**src/design/sample_condition_matcher_core_assert.svh**
```systemverilog
// Assertion macros for the matcher; scm_merge includes them.
// Both macros sample on clk and are disabled while arst_n is low.
`ifndef SAMPLE_CONDITION_MATCHER_CORE_ASSERT_SVH
`define SAMPLE_CONDITION_MATCHER_CORE_ASSERT_SVH

// Same-cycle implication.
`define SCM_ASSERT_NOW(label, cond, expr, msg) \
	label: assert property (@(posedge clk) disable iff (!arst_n) (cond) |-> (expr)) \
		else $error(msg);

// Next-cycle implication.
`define SCM_ASSERT_NEXT(label, cond, expr, msg) \
	label: assert property (@(posedge clk) disable iff (!arst_n) (cond) |=> (expr)) \
		else $error(msg);

`endif

```
**src/design/scm_pkg.sv**
```systemverilog
`timescale 1ns / 1ps

package scm_pkg;

	// Field and register widths.
	localparam int DEF_CHANNELS = 16;
	localparam int SAMPLE_W     = 16;
	localparam int INDEX_W      = 64;
	localparam int NUM_CONDS    = 3;
	localparam int MASK_W       = NUM_CONDS;
	localparam int TERM_W       = 3;
	localparam int SKIP_W       = 32;
	localparam int ACTIVE_W     = 2;
	localparam int CFG_IDX_W    = 3;
	localparam int CFG_DATA_W   = 48;
	localparam int M_TDATA_W    = 72;

	// Channel term codes.
	localparam logic [TERM_W-1:0] TERM_NONE = 3'd0;
	localparam logic [TERM_W-1:0] TERM_HIGH = 3'd1;
	localparam logic [TERM_W-1:0] TERM_LOW  = 3'd2;
	localparam logic [TERM_W-1:0] TERM_RISE = 3'd3;
	localparam logic [TERM_W-1:0] TERM_FALL = 3'd4;

	// Configuration register indexes.
	localparam logic [CFG_IDX_W-1:0] CFG_ACTIVE  = 3'd0;
	localparam logic [CFG_IDX_W-1:0] CFG_TERMS_A = 3'd1;
	localparam logic [CFG_IDX_W-1:0] CFG_TERMS_B = 3'd2;
	localparam logic [CFG_IDX_W-1:0] CFG_TERMS_C = 3'd3;
	localparam logic [CFG_IDX_W-1:0] CFG_SKIP_A  = 3'd4;
	localparam logic [CFG_IDX_W-1:0] CFG_SKIP_B  = 3'd5;
	localparam logic [CFG_IDX_W-1:0] CFG_SKIP_C  = 3'd6;

	// Per-lane control from the top level.
	typedef struct packed {
		logic step;
		logic clear;
	} lane_ctl_t;

	// What the lanes hand to the merging stage for one word.
	typedef struct packed {
		logic              accept;
		logic              none_active;
		logic [MASK_W-1:0] hits;
	} merge_in_t;

	// One channel term against the current and previous level.
	// Unused codes behave as don't-care.
	function automatic logic term_ok(logic [TERM_W-1:0] code, logic now, logic was);
		logic ok;
		case (code)
			TERM_HIGH: ok = now;
			TERM_LOW:  ok = !now;
			TERM_RISE: ok = !was && now;
			TERM_FALL: ok = was && !now;
			default:   ok = 1'b1;
		endcase
		return ok;
	endfunction

endpackage

```
**src/design/sample_condition_matcher_core.sv**
```systemverilog
`timescale 1ns / 1ps
// Trigger condition matcher for a multi-channel logic sample stream.
// Slave channel s_*: one sample word per transfer, bit n of s_tdata is channel n.
// Master channel m_*: one result word for each sample on which a condition held,
// or for every sample when no condition is active.
// Configuration channel cfg_*: cfg_index selects the register (0 active count,
// 1..3 channel terms of conditions a..c, 4..6 skip targets), cfg_data the value.
// cfg_ready is always high; any write to a listed register restarts all skip counts.
// Three condition lanes evaluate each sample in parallel; the merging stage
// combines their hits into the mask and registers the result.
// Throughput: one sample per cycle while the receiver keeps up. The result word is valid
// the cycle after its sample is accepted, held in the single output register.
// When the receiver stalls with a result pending, s_tready drops until the
// result is taken; samples with no match never occupy the output register.
// Reset clears the registers, the previous sample, the sample counter and the
// skip counters, and empties the output register.
module sample_condition_matcher_core import scm_pkg::*; #(
	parameter int CHANNELS = DEF_CHANNELS
) (
	input  logic                  clk,
	input  logic                  arst_n,
	// s_tdata: sample_bits[15:0]
	input  logic                  s_tvalid,
	output logic                  s_tready,
	input  logic [SAMPLE_W-1:0]   s_tdata,
	// m_tdata: sample_index[63:0], match_mask[66:64], zero fill[71:67]
	output logic                  m_tvalid,
	input  logic                  m_tready,
	output logic [M_TDATA_W-1:0]  m_tdata,
	input  logic                  cfg_valid,
	output logic                  cfg_ready,
	input  logic [CFG_IDX_W-1:0]  cfg_index,
	input  logic [CFG_DATA_W-1:0] cfg_data
);

	localparam int TERMS_W = TERM_W * CHANNELS;

	logic [ACTIVE_W-1:0] active_q;
	logic [TERMS_W-1:0]  terms_q  [NUM_CONDS];
	logic [SKIP_W-1:0]   target_q [NUM_CONDS];
	logic [CHANNELS-1:0] prev_q;
	logic [CHANNELS-1:0] cur;
	logic                cfg_we;
	logic                cfg_hit;
	logic                accept;
	logic [MASK_W-1:0]   active_vec;
	logic [MASK_W-1:0]   lane_hit;
	lane_ctl_t           lane_ctl [NUM_CONDS];
	merge_in_t           mi;

	assign cfg_ready = 1'b1;
	assign cfg_we    = cfg_valid && cfg_ready;
	assign accept    = s_tvalid && s_tready;
	assign cur       = s_tdata[CHANNELS-1:0];

	// Register index decode; indexes beyond the list leave everything alone.
	always_comb begin
		unique case (cfg_index) inside
			CFG_ACTIVE, CFG_TERMS_A, CFG_TERMS_B, CFG_TERMS_C,
			CFG_SKIP_A, CFG_SKIP_B, CFG_SKIP_C: cfg_hit = 1'b1;
			default:                            cfg_hit = 1'b0;
		endcase
	end

	// Configuration registers.
	always_ff @(posedge clk or negedge arst_n) begin
		if (!arst_n) begin
			active_q <= '0;
			for (int k = 0; k < NUM_CONDS; k++) begin
				terms_q[k]  <= '0;
				target_q[k] <= '0;
			end
		end else if (cfg_we) begin
			unique case (cfg_index)
				CFG_ACTIVE:  active_q    <= cfg_data[ACTIVE_W-1:0];
				CFG_TERMS_A: terms_q[0]  <= cfg_data[TERMS_W-1:0];
				CFG_TERMS_B: terms_q[1]  <= cfg_data[TERMS_W-1:0];
				CFG_TERMS_C: terms_q[2]  <= cfg_data[TERMS_W-1:0];
				CFG_SKIP_A:  target_q[0] <= cfg_data[SKIP_W-1:0];
				CFG_SKIP_B:  target_q[1] <= cfg_data[SKIP_W-1:0];
				CFG_SKIP_C:  target_q[2] <= cfg_data[SKIP_W-1:0];
				default:     ;
			endcase
		end
	end

	// Previous sample for the edge terms.
	always_ff @(posedge clk or negedge arst_n) begin
		if (!arst_n) begin
			prev_q <= '0;
		end else if (accept) begin
			prev_q <= cur;
		end
	end

	// Condition lanes; only lanes below the active count take part.
	for (genvar k = 0; k < NUM_CONDS; k++) begin : g_lane
		assign active_vec[k]      = ACTIVE_W'(k) < active_q;
		assign lane_ctl[k].step   = accept && active_vec[k];
		assign lane_ctl[k].clear  = cfg_we && cfg_hit;

		scm_lane #(
			.CHANNELS (CHANNELS)
		) u_lane (
			.clk    (clk),
			.arst_n (arst_n),
			.ctl    (lane_ctl[k]),
			.cur    (cur),
			.prev   (prev_q),
			.terms  (terms_q[k]),
			.target (target_q[k]),
			.hit    (lane_hit[k])
		);
	end

	// Merge lane hits into the result word.
	assign mi.accept      = accept;
	assign mi.none_active = active_q == '0;
	assign mi.hits        = lane_hit & active_vec;

	scm_merge u_merge (
		.clk      (clk),
		.arst_n   (arst_n),
		.mi       (mi),
		.in_ready (s_tready),
		.m_tvalid (m_tvalid),
		.m_tready (m_tready),
		.m_tdata  (m_tdata)
	);

endmodule

```
**src/design/scm_lane.sv**
```systemverilog
`timescale 1ns / 1ps

module scm_lane import scm_pkg::*; #(
	parameter int CHANNELS = DEF_CHANNELS
) (
	input  logic                       clk,
	input  logic                       arst_n,
	input  lane_ctl_t                  ctl,
	input  logic [CHANNELS-1:0]        cur,
	input  logic [CHANNELS-1:0]        prev,
	input  logic [TERM_W*CHANNELS-1:0] terms,
	input  logic [SKIP_W-1:0]          target,
	output logic                       hit
);

	logic [SKIP_W-1:0] skipped_q;
	logic              skipping;
	logic              terms_match;

	assign skipping = skipped_q < target;

	// Skip counter: cleared by any write to a listed register, advanced while skipping.
	always_ff @(posedge clk or negedge arst_n) begin
		if (!arst_n) begin
			skipped_q <= '0;
		end else if (ctl.clear) begin
			skipped_q <= '0;
		end else if (ctl.step && skipping) begin
			skipped_q <= skipped_q + 1'b1;
		end
	end

	// AND of all channel terms.
	always_comb begin
		terms_match = 1'b1;
		for (int ch = 0; ch < CHANNELS; ch++) begin
			terms_match &= term_ok(terms[TERM_W*ch +: TERM_W], cur[ch], prev[ch]);
		end
	end

	assign hit = !skipping && terms_match;

endmodule

```
**src/design/scm_merge.sv**
```systemverilog
`timescale 1ns / 1ps

module scm_merge import scm_pkg::*; (
	input  logic                 clk,
	input  logic                 arst_n,
	input  merge_in_t            mi,
	output logic                 in_ready,
	output logic                 m_tvalid,
	input  logic                 m_tready,
	output logic [M_TDATA_W-1:0] m_tdata
);

`include "sample_condition_matcher_core_assert.svh"

	logic [INDEX_W-1:0] count_q;
	logic               valid_q;
	logic [INDEX_W-1:0] index_q;
	logic [MASK_W-1:0]  mask_q;
	logic               found;

	// A word yields a result when no condition is in use or any lane hit.
	assign found    = mi.none_active || (|mi.hits);
	assign in_ready = !valid_q || m_tready;

	// Sample counter and output valid.
	always_ff @(posedge clk or negedge arst_n) begin
		if (!arst_n) begin
			count_q <= '0;
			valid_q <= 1'b0;
		end else begin
			if (mi.accept) begin
				count_q <= count_q + 1'b1;
				valid_q <= found;
			end else if (m_tready) begin
				valid_q <= 1'b0;
			end
		end
	end

	// Result payload.
	always_ff @(posedge clk) begin
		if (mi.accept && found) begin
			index_q <= count_q;
			mask_q  <= mi.hits;
		end
	end

	assign m_tvalid = valid_q;
	assign m_tdata  = {{(M_TDATA_W - INDEX_W - MASK_W){1'b0}}, mask_q, index_q};

	`SCM_ASSERT_NEXT(a_found_valid, mi.accept && found, valid_q, "matching word gave no result")
	`SCM_ASSERT_NEXT(a_index, mi.accept && found, index_q == $past(count_q), "wrong sample index")
	`SCM_ASSERT_NEXT(a_count, mi.accept, count_q == $past(count_q) + 1'b1, "counter did not step")
	`SCM_ASSERT_NOW(a_stall, valid_q && !m_tready, !in_ready, "input taken over stalled result")

endmodule

```
**config.mk**
```make
export PLATFORM = sky130hd
export DESIGN_NAME = sample_condition_matcher_core
export DESIGN_NICKNAME = d
export VERILOG_FILES = /design/src/design/scm_pkg.sv /design/src/design/sample_condition_matcher_core.sv /design/src/design/scm_lane.sv /design/src/design/scm_merge.sv
export VERILOG_INCLUDE_DIRS = /design/src /design/src/design
export SDC_FILE = /design/constraint.sdc
export NUM_CORES = 1
export LEC_CHECK = 0
export BUFFER_PORTS_ARGS = -buffer_cell sky130_fd_sc_hd__buf_2
export CORE_ASPECT_RATIO = 1.4
export CORE_MARGIN = 2
export CORE_UTILIZATION = 35
export DETAILED_ROUTE_END_ITERATION = 10
export HOLD_SLACK_MARGIN = 0.06
export PLACE_DENSITY = 0.58
export SYNTH_ARGS = -nofsm -noshare
export SYNTH_HDL_FRONTEND = slang
export SYNTH_HIERARCHICAL = 1
export SYNTH_SLANG_ARGS = --single-unit
export TNS_END_PERCENT = 20
```
**constraint.sdc**
```tcl
create_clock -name clk -period 5.2 [get_ports clk]
set_clock_uncertainty 0.1 [all_clocks]
set_input_delay 0.26 -clock clk [delete_from_list [all_inputs] [get_ports clk]]
set_output_delay 0.26 -clock clk [all_outputs]
set_load 0.05 [all_outputs]
```
==> impl_metrics.py <==
metrics = {
    "timing": {
        "fin_crit_ns": 3.80,
        "period_share": 0.730,
        "maxSlewViolCount": 0,
        "setup_viol": 0,
        "worst_pin_slew_ns": 1.17,
        "hold_violations": 0,
        "fin_setup_tns_ns": 0,
        "rsz0062_at_grt": "false",
        "fmax_ghz": 0.263,
        "max_slew_margin": 0.220,
    },
    "critical_path": {
        "rrSetupSlack_ns": 1.40,
        "arrival_ns": 3.95,
        "cpMaxStageDelayCell": "o41a_2",
        "required_ns": 5.35,
        "reg2reg_from": "g_lane[1].u_lane/skipped_q[22]",
        "max_stage_delay_ns": 0.48,
        "cp_max_fo": 68,
        "crit_type": "flop to flop",
        "critPathCaptureType": "flop",
        "worstPathCellList": "ha_1, nand4_1, nor3_1, a221oi_2, nand2_1, a21oi_1, nor3_1, and2_1, o41a_2, buf_4",
        "critPathLaunchType": "flop",
        "crit_top_cell": "nor3_1",
        "crit_path_start": "g_lane[1].u_lane/skipped_q[22]",
    },
    "cts": {
        "post_cts_resized": 0,
        "cts_buffers": 49,
        "cts_sinks": 486,
        "cts_max_level": 2,
        "clock_latency_ns": 0.62,
        "clkTransAtPathRegs_ns": 0.07,
        "post_cts_buffers": 0,
        "clockBufferDepth": 3,
        "cts_tree": "built",
        "cts_root_buffer": "clkbuf_16",
    },
    "placed_design": {
        "place_hpwl_um": 47000,
        "io_buffers": 140,
        "place.gp.congestion": 0.851,
    },
    "logic_synthesis": {
        "synth_edf_count": 67,
        "ys.flop_type": "dfrtp_1",
        "netlist_top_cells_area": "dfrtp_1 42%, mux2_2 8.3%, edfxtp_1 8.0%",
        "syn_inst": 2135,
        "ys_types": 75,
        "avgSynthCellArea_sq_um": 11.8,
        "yosysWarnings": 6,
        "ys_seq_area_frac": 0.497,
        "synth_top_area_cell": "dfrtp_1",
        "synth_seq_cells": 486,
        "syn_area_sq_um": 25200,
        "post-synth-top-area-fraction": 0.417,
        "async_flop_share": 0.862,
    },
    "floorplanning": {
        "fp.dieH_um": 321,
        "start_util": 0.352,
        "core_sq_um": 71400,
        "die_area_sq_um": 74100,
        "die_w_um": 231,
        "ios": 147,
        "row_count": 116,
    },
    "global_route": {
        "grt_pass1_wl_um": 104000,
        "grt_antenna_before_repair": 7,
        "grtUsageTotal": 0.181,
        "grt_overflow_total": 0,
        "grt_max_degree": 151,
        "first_global_vias": 17700,
    },
    "drt": {
        "first_pass_iters": 5,
        "wl_um": 66800,
        "ant_nets": 0,
        "wl_per_cell_um": 20.0,
        "drc": 0,
        "num_vias": 17600,
        "drt_iter0_markers": 997,
        "viasPerCell": 5.27,
    },
    "pwr": {
        "p_comb_frac": 0.170,
        "power_w": 0.0107,
        "power.share.clock": 0.381,
        "leakage_nw": 12.5,
        "pwr-share-seq": 0.449,
        "peakVddDrop_uv": 275,
        "p_sw_frac": 0.287,
        "p_switching_w": 0.00306,
        "intPower_w": 0.00762,
        "p_per_area_nw_per_um2": 364,
    },
    "run_status": {
        "status": "complete, no violations",
    },
    "layout": {
        "drive_above_1_share": 0.235,
        "utilization": 0.411,
        "nets": 2514,
        "area_delta_synth_final_pct": 16.5,
    },
    "hold_path": {
        "hold_start": "cfg_data[20]",
        "min_path_type": "input pin to flop",
    },
    "job": {
        "drv_cap": 0,
    },
}
-- power groups by stage --
stage / sequential, W / combinational (W) / clock [W]
6_report: 0.00480 / 0.00182 / 0.00407
5_1_grt: 0.00487 / 0.00201 / 0.00433
4_1_cts: 0.00479 / 0.00184 / 0.00419
3_5_place_dp: 0.00486 / 0.00180 / 0
3_3_place_gp: 0.00484 / 0.00176 / 0
2_1_floorplan: 0.00489 / 0.00113 / 0
-- sequential cells by signal, indices dropped and copies added (netlist names) --
signal                   flops
terms_q                    144
g_lane.u_lane/skipped_q     96
target_q                    96
u_merge/count_q             64
u_merge/index_q             64
prev_q                      16
u_merge/mask_q               3
active_q                     2
u_merge/m_tvalid             1
-- area by class of cell --
| cell class | instances | area [sq um] |
|---|---|---|
| Tap cell | 944 | 1180 |
| Clock inverter | 33 | 556 |
| Antenna cell | 4 | 10.0 |
| Fill cell | 6799 | 42100 |
| Timing Repair Buffer | 224 | 1540 |
| Sequential cell | 486 | 12500 |
| Inverter | 162 | 608 |
| Clock buffer | 57 | 1310 |
| Multi-Input combinational cell | 1422 | 11600 |
-- synth_stat cells, types with 27 or more instances --
cell	instances
a2111oi_2	36
mux2_4	40
mux2_1	37
nor3_1	31
nor2b_1	37
inv_1	162
nor2_1	110
xnor2_1	105
nand2_1	88
ha_1	97
o21a_1	42
o21ai_0	27
nand3_1	68
mux2_2	185
nand4_1	63
o211ai_1	36
edfxtp_1	67
a21oi_1	87
dfrtp_1	419
-- what timing repair did --
item	CTS	global route
hold buffers	64	1
setup endpoints to repair	0	0
hold endpoints to repair	268	1
-- layout by cell type, fill, tap and decap left out, types with 65 or more instances in the layout --
master,count
a21oi_1,87
xnor2_1,105
edfxtp_1,67
dlygate4sd3_1,65
ha_1,97
buf_2,139
inv_1,162
dfrtp_1,419
nand2_1,88
nand3_1,68
mux2_2,185
nor2_1,110
-- through the flow --
stage	worst slack [ns]	area, sq um	instances	hold slack [ns]
floorplan	0.797	25200	2139	-0.136
global placement	1.45	26800	3173	0.173
detailed placement	1.39	26800	3173	0.179
CTS	1.38	29300	3327	0.0621
global route	1.14	29300	3330	0.0793
finish	1.40	29300	3332	0.0865
-- path summary, 6_finish.rpt --
check / to / cells past startpoint
setup / recovery: u_merge/index_q[48] / 10
hold / removal: target_q[84] / 2
setup reg to reg: u_merge/index_q[48] / 10
hold reg to reg: u_merge/count_q[63] / 1
max in group asynchronous: u_merge/count_q[14] / 3
min in group asynchronous: target_q[87] / 2
-- metal layers --
metal | wire (um) | global-route usage | up-vias
li1 | - | - | 8211
met1 | 27000 | 0.216 | 8791
met2 | 33900 | 0.323 | 428
met3 | 2990 | 0.0274 | 123
met4 | 2820 | 0.0771 | 0
met5 | 0 | 0 | -
-- critical path, delay by kind of cell, from the launching register on --
family	cells	cell delay, ns
compound gates	3	1.25
simple gates	5	0.91
flops	1	0.43
buf+inv	1	0.36
fa+ha+maj	1	0.32
-- cells by family (layout without fill, tap and decap cells) --
kind of cell | count (synthesis) | after routing | share of synthesized area
flip-flops | 486 | 486 | 0.497
XOR/XNOR | 123 | 123 | 0.0428
adder cells (fa/ha/maj) | 97 | 97 | 0.0482
AO/OA/AOI/OAI | 360 | 360 | 0.108
AND/OR/NAND/NOR | 571 | 571 | 0.136
other | 2 | 10 | 0.000298
buffers and inverters | 231 | 476 | 0.0439
multiplexers | 265 | 265 | 0.124
(Power assumes the default switching activity.)
